### src/hw/rtl/tspr_pkg.sv
// shared types, constants and helpers of the transport stream pes reassembler
package tspr_pkg;

   localparam int PACKET_BYTES  = 188;
   localparam int COUNT_BITS    = 20;
   localparam int POS_BITS      = $clog2(PACKET_BYTES + 1);
   localparam int PID_BITS      = 13;
   localparam int SKIP_BITS     = 9;
   localparam int LEN_BITS      = 16;
   localparam int CC_BITS       = 4;
   localparam int HDR_BITS      = 24;
   localparam int CMP_BITS      = COUNT_BITS + 1;
   localparam int FIFO_DEPTH    = 4;
   localparam int FIFO_PTR_BITS = $clog2(FIFO_DEPTH);
   localparam int FIFO_CNT_BITS = $clog2(FIFO_DEPTH + 1);

   localparam logic [PID_BITS-1:0]  PID_RESET      = '1;
   localparam logic [SKIP_BITS-1:0] SKIP_SHORT     = 9'd6;
   localparam logic [SKIP_BITS-1:0] SKIP_EXTENDED  = 9'd9;
   localparam logic [CMP_BITS-1:0]  PES_HDR_FIXED  = CMP_BITS'(6);

   // stream ids without the optional pes header extension
   localparam logic [7:0] SID_PROGRAM_MAP   = 8'hBC;
   localparam logic [7:0] SID_PADDING       = 8'hBE;
   localparam logic [7:0] SID_PRIVATE_2     = 8'hBF;
   localparam logic [7:0] SID_ECM           = 8'hF0;
   localparam logic [7:0] SID_EMM           = 8'hF1;
   localparam logic [7:0] SID_DIRECTORY     = 8'hFF;
   localparam logic [7:0] SID_DSMCC         = 8'hF2;
   localparam logic [7:0] SID_TYPE_E        = 8'hF8;

   typedef enum logic [2:0] {
      STATUS_UNEXPECTED_PID = 3'd0,
      STATUS_LOST           = 3'd1,
      STATUS_STARTED        = 3'd2,
      STATUS_CONTINUE       = 3'd3,
      STATUS_FINISHED       = 3'd4
   } status_type;

   typedef enum logic {
      KIND_PAYLOAD = 1'b0,
      KIND_STATUS  = 1'b1
   } kind_type;

   typedef struct packed {
      kind_type   result_kind;
      logic [7:0] payload_byte;
      status_type packet_status;
      logic       last_of_run;
   } result_type;

   // results made by one byte, handed to the result queue
   typedef struct packed {
      logic [1:0] count;
      result_type first;
      result_type second;
   } parse_out_type;

   function automatic logic has_extension(input logic [7:0] id);
      logic ext;
      case (id) inside
         SID_PROGRAM_MAP, SID_PADDING, SID_PRIVATE_2, SID_ECM,
         SID_EMM, SID_DIRECTORY, SID_DSMCC, SID_TYPE_E: ext = 1'b0;
         default: ext = 1'b1;
      endcase
      return ext;
   endfunction

endpackage

### src/hw/rtl/tspr_req_if.sv
// request channel: transport stream bytes
interface tspr_req_if;
   logic       valid;
   logic       ready;
   logic [7:0] stream_byte;
   logic       first_of_packet;

   modport source (output valid, output stream_byte, output first_of_packet, input ready);
   modport sink (input valid, input stream_byte, input first_of_packet, output ready);
endinterface

### src/hw/rtl/tspr_rsp_if.sv
// result channel: payload bytes and packet status
interface tspr_rsp_if;
   logic       valid;
   logic       ready;
   logic       result_kind;
   logic [7:0] payload_byte;
   logic [2:0] packet_status;
   logic       last_of_run;

   modport source (output valid, output result_kind, output payload_byte,
                   output packet_status, output last_of_run, input ready);
   modport sink (input valid, input result_kind, input payload_byte,
                 input packet_status, input last_of_run, output ready);
endinterface

### src/hw/rtl/tspr_parser.sv
// input register, header parse and pes assembly state
module tspr_parser (
   input  logic                            clock,
   input  logic                            reset,
   tspr_req_if.sink                        req_chan,
   input  logic                            csr_write_enable,
   input  logic [tspr_pkg::PID_BITS-1:0]   csr_write_data,
   input  logic                            room,
   output tspr_pkg::parse_out_type         parse_out
);

   logic                             in_valid_ff, in_valid_in;
   logic [7:0]                       in_byte_ff;
   logic                             in_first_ff;

   logic [tspr_pkg::PID_BITS-1:0]    wanted_ff, wanted_in;
   logic [tspr_pkg::POS_BITS-1:0]    pos_ff, pos_in;
   logic [tspr_pkg::HDR_BITS-1:0]    hdr_ff, hdr_in;
   logic [7:0]                       alen_ff, alen_in;
   logic                             accepted_ff, accepted_in;
   logic                             started_ff, started_in;
   logic                             known_ff, known_in;
   logic [tspr_pkg::CC_BITS-1:0]     prev_ff, prev_in;
   logic [tspr_pkg::SKIP_BITS-1:0]   skip_ff, skip_in;
   logic [tspr_pkg::LEN_BITS-1:0]    len_ff, len_in;
   logic [7:0]                       sid_ff, sid_in;
   logic [tspr_pkg::COUNT_BITS-1:0]  cnt_ff, cnt_in;
   tspr_pkg::status_type             pending_ff, pending_in;

   logic                             fire;
   logic                             live;
   logic [tspr_pkg::POS_BITS-1:0]    idx;
   logic [tspr_pkg::HDR_BITS-1:0]    hdr_shift;
   logic                             eff_started;
   logic                             eff_known;
   logic [tspr_pkg::CC_BITS-1:0]     eff_prev;
   logic                             payload;
   logic                             emit;
   logic [tspr_pkg::POS_BITS-1:0]    p;
   logic                             done;
   tspr_pkg::result_type             status_res;

   assign fire             = in_valid_ff && room;
   assign req_chan.ready   = !in_valid_ff || room;
   assign in_valid_in      = (req_chan.valid && req_chan.ready) ? 1'b1 :
                             (fire ? 1'b0 : in_valid_ff);

   always_comb begin
      idx         = in_first_ff ? '0 : pos_ff;
      live        = fire && (idx < tspr_pkg::POS_BITS'(tspr_pkg::PACKET_BYTES));
      hdr_shift   = {hdr_ff[15:0], in_byte_ff};
      eff_started = started_ff && !hdr_shift[22];
      eff_known   = known_ff && !hdr_shift[22];
      eff_prev    = hdr_shift[22] ? '0 : prev_ff;

      wanted_in   = wanted_ff;
      pos_in      = pos_ff;
      hdr_in      = hdr_ff;
      alen_in     = alen_ff;
      accepted_in = accepted_ff;
      started_in  = started_ff;
      known_in    = known_ff;
      prev_in     = prev_ff;
      skip_in     = skip_ff;
      len_in      = len_ff;
      sid_in      = sid_ff;
      cnt_in      = cnt_ff;
      pending_in  = pending_ff;

      payload     = 1'b0;
      emit        = 1'b0;
      p           = '0;
      done        = 1'b0;
      status_res  = '0;
      parse_out   = '0;

      if (live) begin
         pos_in = idx + tspr_pkg::POS_BITS'(1);
         if (idx >= tspr_pkg::POS_BITS'(1) && idx <= tspr_pkg::POS_BITS'(3)) begin
            hdr_in = hdr_shift;
            // last header byte: pid, start flag and continuity check
            if (idx == tspr_pkg::POS_BITS'(3)) begin
               accepted_in = 1'b0;
               if (hdr_shift[20:8] != wanted_ff) begin
                  pending_in = tspr_pkg::STATUS_UNEXPECTED_PID;
               end else begin
                  if (hdr_shift[22]) begin
                     started_in = 1'b0;
                     known_in   = 1'b0;
                     prev_in    = '0;
                     skip_in    = '0;
                     len_in     = '0;
                     sid_in     = '0;
                     cnt_in     = '0;
                  end
                  if (eff_started && eff_known &&
                      hdr_shift[3:0] != eff_prev + tspr_pkg::CC_BITS'(1)) begin
                     pending_in = tspr_pkg::STATUS_LOST;
                  end else begin
                     prev_in     = hdr_shift[3:0];
                     known_in    = 1'b1;
                     accepted_in = 1'b1;
                     if (!eff_started) begin
                        started_in = 1'b1;
                        skip_in    = tspr_pkg::SKIP_SHORT;
                        len_in     = '0;
                        sid_in     = '0;
                        cnt_in     = '0;
                        pending_in = tspr_pkg::STATUS_STARTED;
                     end else begin
                        pending_in = tspr_pkg::STATUS_CONTINUE;
                     end
                  end
               end
            end
         end else if (idx >= tspr_pkg::POS_BITS'(4) && accepted_ff) begin
            // adaptation field present when control bit 1 is set
            if (hdr_ff[5]) begin
               if (idx == tspr_pkg::POS_BITS'(4)) begin
                  alen_in = in_byte_ff;
               end else if (9'(idx) >= 9'(alen_ff) + 9'd5) begin
                  payload = 1'b1;
                  p       = tspr_pkg::POS_BITS'(9'(idx) - 9'(alen_ff) - 9'd5);
               end
            end else begin
               payload = 1'b1;
               p       = idx - tspr_pkg::POS_BITS'(4);
            end
            if (payload) begin
               emit = 1'b1;
               if (pending_ff == tspr_pkg::STATUS_STARTED) begin
                  if (p == tspr_pkg::POS_BITS'(3)) begin
                     sid_in = in_byte_ff;
                     if (tspr_pkg::has_extension(in_byte_ff)) begin
                        skip_in = tspr_pkg::SKIP_EXTENDED;
                     end
                  end else if (p == tspr_pkg::POS_BITS'(4) || p == tspr_pkg::POS_BITS'(5)) begin
                     len_in = {len_ff[7:0], in_byte_ff};
                  end else if (p == tspr_pkg::POS_BITS'(8) &&
                               tspr_pkg::has_extension(sid_ff)) begin
                     skip_in = tspr_pkg::SKIP_EXTENDED + tspr_pkg::SKIP_BITS'(in_byte_ff);
                  end
                  emit = tspr_pkg::SKIP_BITS'(p) >= skip_in;
               end
               if (emit) begin
                  parse_out.count              = 2'd1;
                  parse_out.first.result_kind  = tspr_pkg::KIND_PAYLOAD;
                  parse_out.first.payload_byte = in_byte_ff;
                  parse_out.first.packet_status = tspr_pkg::STATUS_UNEXPECTED_PID;
                  parse_out.first.last_of_run  = 1'b1;
                  if (cnt_ff != '1) begin
                     cnt_in = cnt_ff + tspr_pkg::COUNT_BITS'(1);
                  end
               end
            end
         end

         // last byte of the packet: report how it was handled
         if (idx == tspr_pkg::POS_BITS'(tspr_pkg::PACKET_BYTES - 1)) begin
            if (accepted_ff && pending_ff != tspr_pkg::STATUS_STARTED) begin
               done = (len_in != '0) &&
                      (tspr_pkg::CMP_BITS'(cnt_in) + tspr_pkg::CMP_BITS'(skip_in) >=
                       tspr_pkg::CMP_BITS'(len_in) + tspr_pkg::PES_HDR_FIXED);
               pending_in = done ? tspr_pkg::STATUS_FINISHED : tspr_pkg::STATUS_CONTINUE;
            end
            status_res.result_kind   = tspr_pkg::KIND_STATUS;
            status_res.payload_byte  = '0;
            status_res.packet_status = pending_in;
            status_res.last_of_run   = 1'b1;
            if (emit) begin
               parse_out.count             = 2'd2;
               parse_out.first.last_of_run = 1'b0;
               parse_out.second            = status_res;
            end else begin
               parse_out.count = 2'd1;
               parse_out.first = status_res;
            end
         end
      end

      if (csr_write_enable) begin
         wanted_in   = csr_write_data;
         started_in  = 1'b0;
         known_in    = 1'b0;
         prev_in     = '0;
         skip_in     = '0;
         len_in      = '0;
         sid_in      = '0;
         cnt_in      = '0;
         accepted_in = 1'b0;
         pending_in  = tspr_pkg::STATUS_UNEXPECTED_PID;
      end
   end

   always_ff @(posedge clock) begin
      if (req_chan.valid && req_chan.ready) begin
         in_byte_ff  <= req_chan.stream_byte;
         in_first_ff <= req_chan.first_of_packet;
      end
   end

   always_ff @(posedge clock) begin
      if (reset) begin
         in_valid_ff <= 1'b0;
         wanted_ff   <= tspr_pkg::PID_RESET;
         pos_ff      <= '0;
         hdr_ff      <= '0;
         alen_ff     <= '0;
         accepted_ff <= 1'b0;
         started_ff  <= 1'b0;
         known_ff    <= 1'b0;
         prev_ff     <= '0;
         skip_ff     <= '0;
         len_ff      <= '0;
         sid_ff      <= '0;
         cnt_ff      <= '0;
         pending_ff  <= tspr_pkg::STATUS_UNEXPECTED_PID;
      end else begin
         in_valid_ff <= in_valid_in;
         wanted_ff   <= wanted_in;
         pos_ff      <= pos_in;
         hdr_ff      <= hdr_in;
         alen_ff     <= alen_in;
         accepted_ff <= accepted_in;
         started_ff  <= started_in;
         known_ff    <= known_in;
         prev_ff     <= prev_in;
         skip_ff     <= skip_in;
         len_ff      <= len_in;
         sid_ff      <= sid_in;
         cnt_ff      <= cnt_in;
         pending_ff  <= pending_in;
      end
   end

   a_started_pending: assert property (@(posedge clock) disable iff (reset)
      (pending_ff == tspr_pkg::STATUS_STARTED) |-> started_ff)
      else $error("started status without an open assembly");

   a_started_known: assert property (@(posedge clock) disable iff (reset)
      started_ff |-> known_ff)
      else $error("open assembly without a continuity counter");

   a_status_last: assert property (@(posedge clock) disable iff (reset)
      (parse_out.count == 2'd2) |->
         (parse_out.second.result_kind == tspr_pkg::KIND_STATUS &&
          parse_out.second.last_of_run && !parse_out.first.last_of_run))
      else $error("two results without a closing status");

endmodule

### src/hw/rtl/tspr_result_fifo.sv
// result queue: takes up to two results a cycle, hands out one
module tspr_result_fifo (
   input  logic                    clock,
   input  logic                    reset,
   input  tspr_pkg::parse_out_type parse_out,
   input  logic                    pop,
   output logic                    room,
   output logic                    not_empty,
   output tspr_pkg::result_type    head
);

   tspr_pkg::result_type                 entries_ff [tspr_pkg::FIFO_DEPTH];
   logic [tspr_pkg::FIFO_PTR_BITS-1:0]   wr_ff, wr_in;
   logic [tspr_pkg::FIFO_PTR_BITS-1:0]   rd_ff, rd_in;
   logic [tspr_pkg::FIFO_CNT_BITS-1:0]   count_ff, count_in;
   logic [tspr_pkg::FIFO_PTR_BITS-1:0]   wr_next;

   assign room      = count_ff <= tspr_pkg::FIFO_CNT_BITS'(tspr_pkg::FIFO_DEPTH - 2);
   assign not_empty = count_ff != '0;
   assign head      = entries_ff[rd_ff];
   assign wr_next   = wr_ff + tspr_pkg::FIFO_PTR_BITS'(1);

   always_comb begin
      wr_in    = wr_ff + tspr_pkg::FIFO_PTR_BITS'(parse_out.count);
      rd_in    = pop ? rd_ff + tspr_pkg::FIFO_PTR_BITS'(1) : rd_ff;
      count_in = count_ff + tspr_pkg::FIFO_CNT_BITS'(parse_out.count) -
                 tspr_pkg::FIFO_CNT_BITS'(pop);
   end

   always_ff @(posedge clock) begin
      if (parse_out.count != 2'd0) begin
         entries_ff[wr_ff] <= parse_out.first;
      end
      if (parse_out.count == 2'd2) begin
         entries_ff[wr_next] <= parse_out.second;
      end
   end

   always_ff @(posedge clock) begin
      if (reset) begin
         wr_ff    <= '0;
         rd_ff    <= '0;
         count_ff <= '0;
      end else begin
         wr_ff    <= wr_in;
         rd_ff    <= rd_in;
         count_ff <= count_in;
      end
   end

   a_count_bound: assert property (@(posedge clock) disable iff (reset)
      count_ff <= tspr_pkg::FIFO_CNT_BITS'(tspr_pkg::FIFO_DEPTH))
      else $error("result queue count beyond depth");

   a_no_overflow: assert property (@(posedge clock) disable iff (reset)
      (parse_out.count != 2'd0) |->
         ((tspr_pkg::FIFO_CNT_BITS + 1)'(count_ff) + (tspr_pkg::FIFO_CNT_BITS + 1)'(parse_out.count)
          <= (tspr_pkg::FIFO_CNT_BITS + 1)'(tspr_pkg::FIFO_DEPTH)))
      else $error("results pushed into a full queue");

endmodule

### src/hw/rtl/ts_pes_reassembler.sv
// top level of the transport stream pes reassembler
//
//  channel   dir  handshake          payload
//  req_chan  in   valid / ready      stream_byte, first_of_packet
//  rsp_chan  out  valid / ready      result_kind, payload_byte, packet_status, last_of_run
//  csr       in   csr_write_enable   csr_write_data (wanted pid, 13 bits)
//
// one request per cycle unless ready drops; results pass the input register and the queue
// a packet's last byte can make two results but its four header bytes make none, so the
// 4-entry result queue absorbs the burst; req_chan.ready drops while the queue holds more
// than two results and a request waits in the input register
// reset is synchronous and active high and restores pid 8191 with an empty assembler
// a stalled rsp_chan holds requests in the input register; nothing is dropped
module ts_pes_reassembler (
   input  logic                          clock,
   input  logic                          reset,
   tspr_req_if.sink                      req_chan,
   tspr_rsp_if.source                    rsp_chan,
   input  logic                          csr_write_enable,
   input  logic [tspr_pkg::PID_BITS-1:0] csr_write_data
);

   // results of one byte, from the parser into the queue
   tspr_pkg::parse_out_type parse_out;
   tspr_pkg::result_type    head;
   logic                    room;
   logic                    not_empty;
   logic                    pop;

   // header parse, continuity check and pes header skip
   tspr_parser u_parser (
      .clock            (clock),
      .reset            (reset),
      .req_chan         (req_chan),
      .csr_write_enable (csr_write_enable),
      .csr_write_data   (csr_write_data),
      .room             (room),
      .parse_out        (parse_out)
   );

   // result queue: one result per handshake
   tspr_result_fifo u_result_fifo (
      .clock     (clock),
      .reset     (reset),
      .parse_out (parse_out),
      .pop       (pop),
      .room      (room),
      .not_empty (not_empty),
      .head      (head)
   );

   assign pop                    = not_empty && rsp_chan.ready;
   assign rsp_chan.valid         = not_empty;
   assign rsp_chan.result_kind   = head.result_kind;
   assign rsp_chan.payload_byte  = head.payload_byte;
   assign rsp_chan.packet_status = head.packet_status;
   assign rsp_chan.last_of_run   = head.last_of_run;

endmodule
### src/flat_wrapper.sv
// flat-port wrapper written by rule: the top's interface ports become plain ports
module ts_pes_reassembler_flat 
  (clock, reset, csr_write_enable, csr_write_data, req_chan_valid, req_chan_stream_byte, req_chan_first_of_packet, req_chan_ready, rsp_chan_valid, rsp_chan_result_kind, rsp_chan_payload_byte, rsp_chan_packet_status, rsp_chan_last_of_run, rsp_chan_ready);
  tspr_req_if req_chan_i ();
  tspr_rsp_if rsp_chan_i ();
  input  logic clock;
  input  logic reset;
  input  logic csr_write_enable;
  input  logic [tspr_pkg::PID_BITS-1:0] csr_write_data;
  input wire logic [$bits(req_chan_i.valid)-1:0] req_chan_valid;
  input wire logic [$bits(req_chan_i.stream_byte)-1:0] req_chan_stream_byte;
  input wire logic [$bits(req_chan_i.first_of_packet)-1:0] req_chan_first_of_packet;
  output wire logic [$bits(req_chan_i.ready)-1:0] req_chan_ready;
  output wire logic [$bits(rsp_chan_i.valid)-1:0] rsp_chan_valid;
  output wire logic [$bits(rsp_chan_i.result_kind)-1:0] rsp_chan_result_kind;
  output wire logic [$bits(rsp_chan_i.payload_byte)-1:0] rsp_chan_payload_byte;
  output wire logic [$bits(rsp_chan_i.packet_status)-1:0] rsp_chan_packet_status;
  output wire logic [$bits(rsp_chan_i.last_of_run)-1:0] rsp_chan_last_of_run;
  input wire logic [$bits(rsp_chan_i.ready)-1:0] rsp_chan_ready;
  assign req_chan_i.valid = req_chan_valid;
  assign req_chan_i.stream_byte = req_chan_stream_byte;
  assign req_chan_i.first_of_packet = req_chan_first_of_packet;
  assign req_chan_ready = req_chan_i.ready;
  assign rsp_chan_valid = rsp_chan_i.valid;
  assign rsp_chan_result_kind = rsp_chan_i.result_kind;
  assign rsp_chan_payload_byte = rsp_chan_i.payload_byte;
  assign rsp_chan_packet_status = rsp_chan_i.packet_status;
  assign rsp_chan_last_of_run = rsp_chan_i.last_of_run;
  assign rsp_chan_i.ready = rsp_chan_ready;
  ts_pes_reassembler u_core (.clock(clock), .reset(reset), .req_chan(req_chan_i), .rsp_chan(rsp_chan_i), .csr_write_enable(csr_write_enable), .csr_write_data(csr_write_data));
endmodule
### config.mk
export PLATFORM = sky130hd
export DESIGN_NAME = ts_pes_reassembler_flat
export DESIGN_NICKNAME = d
export VERILOG_FILES = /design/src/hw/rtl/tspr_pkg.sv /design/src/hw/rtl/tspr_req_if.sv /design/src/hw/rtl/tspr_rsp_if.sv /design/src/hw/rtl/tspr_parser.sv /design/src/hw/rtl/tspr_result_fifo.sv /design/src/hw/rtl/ts_pes_reassembler.sv /design/src/flat_wrapper.sv
export SDC_FILE = /design/constraint.sdc
export NUM_CORES = 1
export LEC_CHECK = 0
export ABC_CLOCK_PERIOD_IN_PS = 14340
export BUFFER_PORTS_ARGS = -buffer_cell sky130_fd_sc_hd__buf_2
export CAP_MARGIN = 20
export CORE_MARGIN = 4
export CORE_UTILIZATION = 45
export DETAILED_ROUTE_END_ITERATION = 10
export SLEW_MARGIN = 30
export SYNTH_ARGS = -nofsm -noshare
export SYNTH_HDL_FRONTEND = slang
export SYNTH_HIERARCHICAL = 1
export SYNTH_SLANG_ARGS = --single-unit
export TNS_END_PERCENT = 30
### constraint.sdc
create_clock -name clock -period 14.34 [get_ports clock]
set_clock_uncertainty 0.15 [all_clocks]
set_input_delay 1.434 -clock clock [delete_from_list [all_inputs] [get_ports clock]]
set_output_delay 1.434 -clock clock [all_outputs]
set_load 0.01 [all_outputs]
==> flow_summary.toml, run 1 <==
[die]
io_pins = 42
dieArea_mm2 = 0.0300
die_h_um = 173
die_w_um = 173
row_count = 60
initial_utilization = 0.457
core-area_mm2 = 0.0269

[power_and_ir_drop]
power.internal_uw = 870
seqPwrFrac = 0.450
switching_share = 0.311
powerDensity_mw_per_mm2 = 95.1
vdd_drop_max_uv = 75.5
p_clk_frac = 0.377
leakagePower_nw = 5.19
total_power_mw = 1.26
power.switching_uw = 392
combPwrFrac = 0.173

[clock_tree]
cts_max_level = 4
numCtsBuffers = 17
cts_resized = 0
cts_tree = "yes"
cts_root_buffer = "clkbuf_16"
clkTransAtPathRegs_ps = 80
cts_num_sinks = 177
cts_max_path_buffers = 2
postCtsSetupBuffers = 0
ctsHoldBuffers = 0
insertion_delay_ps = 450

[timing]
fmax_mhz = 86.0
fin_setup_tns_ps = 0
hold_viol_final = 0
min_period_ps = 11630
rsz0062_at_grt = "no"
slew_headroom = 0.400
drv_slew = 0
setup_viol = 0
hold_ws_ps = 311
fin_crit_sh = 0.811
worst_pin_slew_ps = 893
worst_slack_ps = 2710

[logic_synthesis]
ys_async_sr_fraction = 0
synth_area_mm2 = 0.0123
ys_ff_latch = 177
yosysUniqueCellTypes = 95
ys.flop_type = "dfxtp_1"
ys_warn_count = 6
synth_seq_area_share = 0.338
synth_enable_flop_cells = 61
synthCells = 1398
postSynthAreaPerCell_um2 = 8.78

[finish]
multiInputGateArea_mm2 = 0.00756
area_delta_synth_final_pct = 8.17
drive_gt1_frac = 0.137
fin_cells = 1747
nFillCells = 2606
utilization = 0.494
fin_area_mm2 = 0.0133
nNetsFinal = 1500
num_antenna_cells = 0
seq_area_mm2 = 0.00416

[min_path]
hp-class = "flip-flop to flip-flop"

[worst_setup_path]
cpMostUsedCell = "a21oi_1"
crit_arrival_ps = 11780
ff2ff_setup_slack_ps = 2710
r2r-end = "u_core/u_result_fifo/entries_ff[0][3]$_DFFE_PP_"
reg2reg_depth = 48
crit_end = "u_core/u_result_fifo/entries_ff[0][3]$_DFFE_PP_"
crit_slowest_cell = "edfxtp_1"
critPathLaunchType = "flip-flop"
crit_path_start = "u_core/u_parser/in_first_ff$_DFFE_PP_"
worstPathMaxFanout = 20
cp_data_required_time_ps = 14500
cp_slowest_stage_delay_ps = 760
rr_startpoint = "u_core/u_parser/in_first_ff$_DFFE_PP_"
critPathCaptureType = "flip-flop"
criticalPathCategory = "flip-flop to flip-flop"

[grt]
grt_usage = 0.211
antenna_found_initial = 2
grt_overflow_total = 0
first_global_vias = 9565
grt_max_degree = 61
grt_pass1_wl_um = 51500

[run_status]
status = "finished clean"

[detailed_routing]
via_per_inst = 5.82
drtAntennaViolNets = 0
drc = 0
drt_pass1_iterations = 5
wl_per_cell_um = 18.3
wl_um = 31900
num_vias = 10174
drt_iter0_markers = 640

[placed_design]
dp.cells = 1714
place_area_mm2 = 0.0127
post-dp-hpwl_um = 22700
port-buffer-count = 41
detailedPlace.worstSlack_ps = 2870
place.gp.congestion = 0.949

[run]
max_cap_violations = 0
[routing by layer]
layer	wire, um	global-route usage	vias to the layer above
met3	1580	0.0341	51
met4	711	0.0645	2
met1	14700	0.286	4846
met5	13	0	-
li1	-	-	5034
met2	14900	0.346	241
[area by class of cell]
type | count | area share
multi-input combinational | 1091 | 0.570
clock inverter | 15 | 0.0139
inverter | 47 | 0.0133
clock buffer | 17 | 0.0320
timing repair buffer | 59 | 0.0259
sequential | 177 | 0.313
tap | 341 | 0.0321
[cell usage after synthesis (6+ instances only)]
| cell | instances | area, um2 |
|---|---|---|
| buf_2 | 7 | 35.0 |
| buf_6 | 6 | 67.6 |
| or3_1 | 12 | 75.1 |
| and2_1 | 14 | 87.6 |
| buf_1 | 7 | 26.3 |
| edfxtp_1 | 61 | 1830 |
| nor3_1 | 43 | 215 |
| a31oi_1 | 7 | 43.8 |
| or2_2 | 7 | 43.8 |
| a21o_1 | 10 | 75.1 |
| nand2b_1 | 17 | 106 |
| nor2b_1 | 29 | 181 |
| mux4_2 | 13 | 293 |
| xnor2_1 | 35 | 307 |
| buf_4 | 14 | 105 |
| nand4_1 | 18 | 113 |
| a211o_1 | 17 | 149 |
| a22oi_1 | 17 | 128 |
| a21oi_1 | 104 | 521 |
| a211oi_1 | 8 | 60.1 |
| mux2_2 | 44 | 495 |
| and3_1 | 21 | 131 |
| ha_1 | 77 | 963 |
| o211ai_1 | 13 | 97.6 |
| nor4_1 | 15 | 93.8 |
| xor2_1 | 30 | 263 |
| inv_1 | 45 | 169 |
| mux2i_1 | 36 | 360 |
| o21ai_0 | 49 | 245 |
| nand3_1 | 40 | 200 |
| dfxtp_1 | 116 | 2320 |
| nor2_1 | 141 | 529 |
| mux2_1 | 9 | 101 |
| clkbuf_1 | 56 | 210 |
| nand2_1 | 158 | 593 |
[power groups by stage]
stage / clock network [mW] / registers [mW] / logic (mW)
after floorplan: 0 / 0.557 / 0.177
after global placement: 0 / 0.580 / 0.217
after detailed placement: 0 / 0.580 / 0.219
after CTS: 0.488 / 0.569 / 0.220
after global routing: 0.508 / 0.573 / 0.242
final: 0.475 / 0.568 / 0.219
[critical path, delay by kind of cell, from the launching register on]
kind                     cells  cell delay [ps]
AO/OA/AOI/OAI               23             4710
flip-flops                   1              760
AND/OR/NAND/NOR             14             2880
buffers and inverters        2              340
XOR/XNOR                     1              180
adder cells (fa/ha/maj)      7             2160
multiplexers                 1              280
[kinds of logic (layout without fill, tap and decap cells)]
kind of cell             count (synthesis)  after routing  share of synthesized area
buffers and inverters                  137            138                     0.0506
AND/OR/NAND/NOR                        540            540                      0.215
flip-flops                             177            177                      0.338
other                                    1              8                   0.000306
XOR/XNOR                                67             67                     0.0502
adder cells (fa/ha/maj)                 81             81                     0.0842
multiplexers                           102            102                      0.102
AO/OA/AOI/OAI                          293            293                      0.160
[worst min-delay path by stage]
| stage | from | depth (start not counted) | endpoint |
|---|---|---|---|
| floorplan | u_core/u_parser/pos_ff[1]$_SDFFE_PP0P_ | 2 | u_core/u_parser/pos_ff[1]$_SDFFE_PP0P_ |
| global placement | u_core/u_parser/len_ff[14]$_SDFFE_PP0P_ | 2 | u_core/u_parser/len_ff[14]$_SDFFE_PP0P_ |
| detailed placement | u_core/u_parser/pos_ff[1]$_SDFFE_PP0P_ | 2 | u_core/u_parser/pos_ff[1]$_SDFFE_PP0P_ |
| CTS | u_core/u_parser/pos_ff[1]$_SDFFE_PP0P_ | 2 | u_core/u_parser/pos_ff[1]$_SDFFE_PP0P_ |
| global route | u_core/u_parser/pos_ff[1]$_SDFFE_PP0P_ | 2 | u_core/u_parser/pos_ff[1]$_SDFFE_PP0P_ |
| finish | u_core/u_parser/len_ff[14]$_SDFFE_PP0P_ | 2 | u_core/u_parser/len_ff[14]$_SDFFE_PP0P_ |
[placed cells by master, fill, tap and decap left out, drive strengths merged, types with 8 or more instances in the layout]
cell | Yosys | final
dfxtp | 116 | 116
clkbuf | 56 | 17
nor2 | 142 | 142
a21o | 10 | 10
a21oi | 106 | 106
clkinv | 1 | 9
xor2 | 30 | 30
a22oi | 17 | 17
and3 | 21 | 21
nand3 | 40 | 40
mux2i | 36 | 36
buf | 34 | 59
mux4 | 13 | 13
or3 | 12 | 12
a211o | 17 | 17
o211ai | 13 | 13
nand4 | 18 | 18
o21ai | 55 | 55
nor4 | 18 | 18
a31oi | 8 | 8
ha | 77 | 77
nand2b | 17 | 17
inv | 46 | 53
mux2 | 53 | 53
nor2b | 29 | 29
edfxtp | 61 | 61
or2 | 9 | 9
a211oi | 8 | 8
xnor2 | 35 | 35
and2 | 14 | 14
nor3 | 44 | 44
conb | 1 | 8
nand2 | 158 | 158
[registers in the layout, indices dropped and copies added (netlist names), 2 cells and up, named ones only]
| register | count |
|---|---|
| u_core/u_result_fifo/rd_ff | 2 |
| u_core/u_parser/pos_ff | 8 |
| u_core/u_result_fifo/count_ff | 3 |
| u_core/u_parser/len_ff | 16 |
| u_core/u_parser/pending_ff | 3 |
| u_core/u_parser/in_byte_ff | 8 |
| u_core/u_parser/hdr_ff | 14 |
| u_core/u_result_fifo/entries_ff | 52 |
| u_core/u_parser/sid_ff | 8 |
| u_core/u_parser/cnt_ff | 20 |
| u_core/u_parser/alen_ff | 8 |
| u_core/u_parser/skip_ff | 9 |
| u_core/u_result_fifo/wr_ff | 2 |
| u_core/u_parser/wanted_ff | 13 |
| u_core/u_parser/prev_ff | 4 |
Note: power is estimated with default switching activity, not from simulation.
==> run 2: changes to the inputs <==
Settings changed: ABC_AREA set to 1, ABC_CLOCK_PERIOD_IN_PS 14340 to 10680.
Clock period 14.34 ns to 10.68 ns, I/O delays scaled along.
==> flow_summary.toml, run 2 <==
[min_path]
worstHoldStart = "u_core/u_result_fifo/rd_ff[1]$_SDFFE_PP0P_"
min_path_cells = 2
hp-class = "flip-flop to flip-flop"

[grt]
grt_overflow_total = 0
grt_pass1_wl_um = 53200
grt_usage = 0.214
use_met3 = 0.0320
grt_busiest_layer = "met2"
grt_max_degree = 61
antenna_found_initial = 0
first_global_vias = 10392
grtUsageMet2 = 0.355
met1_usage = 0.288

[logic_synthesis]
yosys-top-cells-area = "dfxtp_1 19%, edfxtp_1 15%, nand2_1 9.3%"
synth_seq_area_share = 0.331
ys_async_sr_fraction = 0
synthCells = 1702
synth_top_area_cell = "dfxtp_1"
synth_enable_flop_cells = 61
postSynthAreaPerCell_um2 = 7.37
synth_commonest_cells = "312 x nand2_1, 227 x inv_1, 145 x o21ai_0"
synth_area_mm2 = 0.0126
synth_top_cell_area_share = 0.185
ys.flop_type = "dfxtp_1"
ys_ff_latch = 177
ys_warn_count = 6
yosysUniqueCellTypes = 65
post-synth-top-count-cell = "nand2_1"

[detailed_routing]
wl_um = 32500
drt_pass1_iterations = 8
num_vias = 11099
via_per_inst = 5.32
drt_iter0_markers = 676
drc = 0
drtAntennaViolNets = 0
wl_per_cell_um = 15.6

[worst_setup_path]
critPathLaunchType = "flip-flop"
r2r-end = "u_core/u_result_fifo/entries_ff[1][3]$_DFFE_PP_"
cpMostUsedCell = "nand2_1"
cp_data_required_time_ps = 10710
crit_slowest_cell = "edfxtp_1"
cp_slowest_stage_delay_ps = 480
ff2ff_setup_slack_ps = 1090
worstPathMaxFanout = 16
critPathCaptureType = "flip-flop"
rr_startpoint = "u_core/u_parser/in_first_ff$_DFFE_PP_"
crit_family = "simple AND/OR/NAND/NOR gates"
reg2reg_depth = 64
cp_num_buf_inv = 7
crit_path_start = "u_core/u_parser/in_first_ff$_DFFE_PP_"
criticalPathCategory = "flip-flop to flip-flop"
crit_arrival_ps = 9630

[finish]
seq_area_mm2 = 0.00416
area_delta_synth_final_pct = 8.07
largest_reg_flops = 52
layout_common_cells = "311 x nand2_1, 225 x inv_1, 144 x o21ai_0"
nFillCells = 2740
drive_gt1_frac = 0.138
fin_area_mm2 = 0.0136
utilization = 0.499
num_antenna_cells = 0
top_regs = "u_core/u_result_fifo/entries_ff (52), u_core/u_parser/cnt_ff (20), u_core/u_parser/len_ff (16)"
top_register = "u_core/u_result_fifo/entries_ff"
nNetsFinal = 1810
final_common_cell = "nand2_1"
multiInputGateArea_mm2 = 0.00710

[die]
row_count = 60
die_h_um = 175
io_pins = 42
initial_utilization = 0.462
dieArea_mm2 = 0.0306
core-area_mm2 = 0.0272
die_w_um = 175

[clock_tree]
postCtsSetupBuffers = 0
clkTransAtPathRegs_ps = 80
insertion_delay_ps = 440
cts_num_sinks = 177
cts_max_path_buffers = 2
cts_root_buffer = "clkbuf_16"
cts_max_level = 4
cts_tree = "yes"
numCtsBuffers = 17

[timing]
fmax_mhz = 104
fin_crit_sh = 0.898
drv_slew = 0
rsz0062_at_grt = "no"
worst_pin_slew_ps = 939
setup_viol = 0
fin_setup_tns_ps = 0
hold_viol_final = 0
min_period_ps = 9590
slew_headroom = 0.369

[run_status]
status = "finished clean"

[run]
max_cap_violations = 0

[power_and_ir_drop]
leakagePower_nw = 5.83
powerDensity_mw_per_mm2 = 148
total_power_mw = 2.01
vdd_drop_max_uv = 82.3

[placed_design]
place.gp.congestion = 0.963
place_area_mm2 = 0.0129
port-buffer-count = 41
post-dp-hpwl_um = 23300
==> run 2: cell types whose count changed in the layout (fill, tap and decap cells not counted), sizes merged, moves of 21 or more <==
cell | previous run | this run
nor2 | 142 | 107
nor2b | 29 | 0
o21ai | 55 | 210
a21oi | 106 | 145
nand2 | 158 | 341
mux2 | 53 | 0
nand3 | 40 | 113
xnor2 | 35 | 14
inv | 53 | 253
o211ai | 13 | 43
mux2i | 36 | 0
==> run 2: timing repair <==
item / in CTS / in global routing
hold buffers: 0 / 0
gates resized for setup: 0 / 1
setup endpoints to repair: 0 / 2
==> run 2: worst max path at each step <==
| stage | slack [ps] | end | cells past startpoint |
|---|---|---|---|
| floorplan | 2480 | u_core/u_result_fifo/entries_ff[1][3]$_DFFE_PP_ | 63 |
| global placement | 1330 | u_core/u_result_fifo/entries_ff[1][3]$_DFFE_PP_ | 64 |
| detailed placement | 1070 | u_core/u_result_fifo/entries_ff[1][3]$_DFFE_PP_ | 64 |
| CTS | 1010 | u_core/u_result_fifo/entries_ff[1][3]$_DFFE_PP_ | 64 |
| finish | 1090 | u_core/u_result_fifo/entries_ff[1][3]$_DFFE_PP_ | 64 |
| global route | 130 | u_core/u_result_fifo/entries_ff[1][2]$_DFFE_PP_ | 64 |
==> run 2: kinds of logic after synthesis <==
kind of cell,share of synthesized area
and+or+nand+nor,0.234
xor gates and xnor gates,0.0349
other,0.000299
DFF,0.331
buffers and inverters,0.109
adders and majority gates,0.0815
AOI/OAI and AO/OA,0.210
==> run 2: power by group <==
| group | total (mW) | switching [mW] | internal [mW] |
|---|---|---|---|
| Sequential | 0.768 | 0.0380 | 0.730 |
| Clock | 0.659 | 0.325 | 0.334 |
| Combinational | 0.586 | 0.383 | 0.203 |
| Total | 2.01 | 0.746 | 1.27 |
==> run 2: per-stage QoR <==
stage	setup WS (ps)	std cells	hold WS (ps)
2_1_floorplan	2480	1709	282
6_report	1090	2088	309
4_1_cts	1010	2088	311
5_1_grt	127	2088	328
3_5_place_dp	1070	2056	299
3_3_place_gp	1330	2056	296
==> run 2: tightest hold or removal path: cells and delay by family, from the launching register on <==
| family | cells | cell delay [ps] |
|---|---|---|
| DFF | 1 | 300 |
| AOI/OAI and AO/OA | 1 | 60 |
| buffers and inverters | 1 | 60 |
==> run 2: final cells by class <==
type / instances / share of cell area
multi-input combinational: 1207 / 0.523
timing repair buffer: 52 / 0.0212
clock inverter: 14 / 0.0127
tap: 372 / 0.0343
clock buffer: 18 / 0.0332
sequential: 177 / 0.306
inverter: 248 / 0.0692
==> run 2: layer usage <==
layer	part of all wire	vias up
met5	0	-
met4	0.019	0
met3	0.050	43
met2	0.47	255
met1	0.46	5109
li1	-	5692
==> run 3: changes to the inputs <==
Settings changed: CORE_MARGIN 4 to unset, CORE_UTILIZATION 45 to 57, PLACE_DENSITY set to 0.77.
==> flow_summary.toml, run 3 (synthesized netlist as in run 2, its figures left out) <==
[run_status]
status = "finished clean"

[die]
io_pins = 42
die_w_um = 150
core-area_mm2 = 0.0213
initial_utilization = 0.590
die_h_um = 150
dieArea_mm2 = 0.0226
row_count = 53

[detailed_routing]
drc = 0
drt_iter0_markers = 891
wl_per_cell_um = 15.7
drtAntennaViolNets = 0
num_vias = 11188
drt_pass1_iterations = 5
via_per_inst = 5.62
wl_um = 31300

[worst_setup_path]
cp_data_required_time_ps = 10700
criticalPathCategory = "flip-flop to flip-flop"
critPathCaptureType = "flip-flop"
cp_slowest_stage_delay_ps = 520
crit_slowest_cell = "edfxtp_1"
critPathLaunchType = "flip-flop"
cpMostUsedCell = "nand2_1"
crit_path_start = "u_core/u_parser/in_first_ff$_DFFE_PP_"
rr_startpoint = "u_core/u_parser/in_first_ff$_DFFE_PP_"
worstPathMaxFanout = 16
crit_arrival_ps = 9600

[clock_tree]
postCtsSetupBuffers = 0
cts_num_sinks = 177
numCtsBuffers = 17
cts_max_path_buffers = 2
cts_max_level = 4
clkTransAtPathRegs_ps = 80
insertion_delay_ps = 440
cts_root_buffer = "clkbuf_16"
cts_tree = "yes"

[timing]
worst_slack_ps = 1100
rsz0062_at_grt = "no"
slew_headroom = 0.370
fin_setup_tns_ps = 0
min_period_ps = 9580
fmax_mhz = 104
worst_pin_slew_ps = 938
hold_viol_final = 0
fin_crit_sh = 0.897
setup_viol = 0
hold_ws_ps = 313
drv_slew = 0

[finish]
multiInputGateArea_mm2 = 0.00710
top_register = "u_core/u_result_fifo/entries_ff"
fin_cells = 1990
drive_gt1_frac = 0.137
num_antenna_cells = 0
layout_common_cells = "311 x nand2_1, 225 x inv_1, 144 x o21ai_0"
utilization = 0.631
area_delta_synth_final_pct = 6.97
nNetsFinal = 1809
final_common_cell = "nand2_1"
top_regs = "u_core/u_result_fifo/entries_ff (52), u_core/u_parser/cnt_ff (20), u_core/u_parser/len_ff (16)"
seq_area_mm2 = 0.00415
largest_reg_flops = 52
nFillCells = 1915

[grt]
grt_pass1_wl_um = 51000
grt_usage = 0.288
grt_max_degree = 62
grt_overflow_total = 0
antenna_found_initial = 0
first_global_vias = 10469

[min_path]
worstHoldStart = "u_core/u_result_fifo/rd_ff[1]$_SDFFE_PP0P_"
hp-class = "flip-flop to flip-flop"

[placed_design]
port-buffer-count = 41
place.gp.congestion = 0.954
post-dp-hpwl_um = 22400
detailedPlace.worstSlack_ps = 1070
dp.cells = 1958

[power_and_ir_drop]
vdd_drop_max_uv = 110
powerDensity_mw_per_mm2 = 148
leakagePower_nw = 5.81

[run]
max_cap_violations = 0
run 3: area by class of cell:
class / instances / area share
multi-input combinational: 1207 / 0.529
sequential: 177 / 0.309
inverter: 248 / 0.0699
clock buffer: 17 / 0.0317
tap: 275 / 0.0256
timing repair buffer: 51 / 0.0209
clock inverter: 15 / 0.0139
run 3: power breakdown:
part	internal, mW	leakage (nW)	total, mW	switching, mW
clock network	0.318	0.296	0.631	0.313
registers	0.730	1.43	0.767	0.0375
logic	0.202	4.09	0.584	0.382
run 3: stage by stage:
| stage | area (um2) | power [mW] |
|---|---|---|
| 2_1_floorplan | 12600 | 1.21 |
| 3_3_place_gp | 12800 | 1.34 |
| 3_5_place_dp | 12800 | 1.36 |
| 4_1_cts | 13400 | 1.99 |
| 5_1_grt | 13400 | 2.10 |
| 6_report | 13400 | 1.98 |
run 3: path summary, 6_finish.rpt:
kind                                                     end  slack [ps]  cells past startpoint
max          u_core/u_result_fifo/entries_ff[1][3]$_DFFE_PP_        1100                     65
min               u_core/u_result_fifo/rd_ff[1]$_SDFFE_PP0P_         310                      2
max reg2reg  u_core/u_result_fifo/entries_ff[1][3]$_DFFE_PP_        1100                     65
min reg2reg       u_core/u_result_fifo/rd_ff[1]$_SDFFE_PP0P_         310                      2
run 3: per-layer routing:
| layer | track usage | part of all wire | vias up |
|---|---|---|---|
| li1 | - | - | 5695 |
| met1 | 0.368 | 0.43 | 5115 |
| met2 | 0.490 | 0.47 | 330 |
| met3 | 0.0491 | 0.070 | 48 |
| met4 | 0.0934 | 0.021 | 0 |
| met5 | 0 | 0 | - |
run 3: repair_timing:
action | CTS | global route
gates resized for setup | 0 | 2
endpoints found under the setup margin | 0 | 12
hold buffers | 0 | 0
run 3: worst max-delay path, delay by kind of cell (launching register included):
family                   cells  cell delay (ps)
adder cells (fa/ha/maj)      6             1940
AO/OA/AOI/OAI               15             1840
buffers and inverters        7              680
XOR/XNOR                     2              320
AND/OR/NAND/NOR             35             3830
flip-flops                   1              520
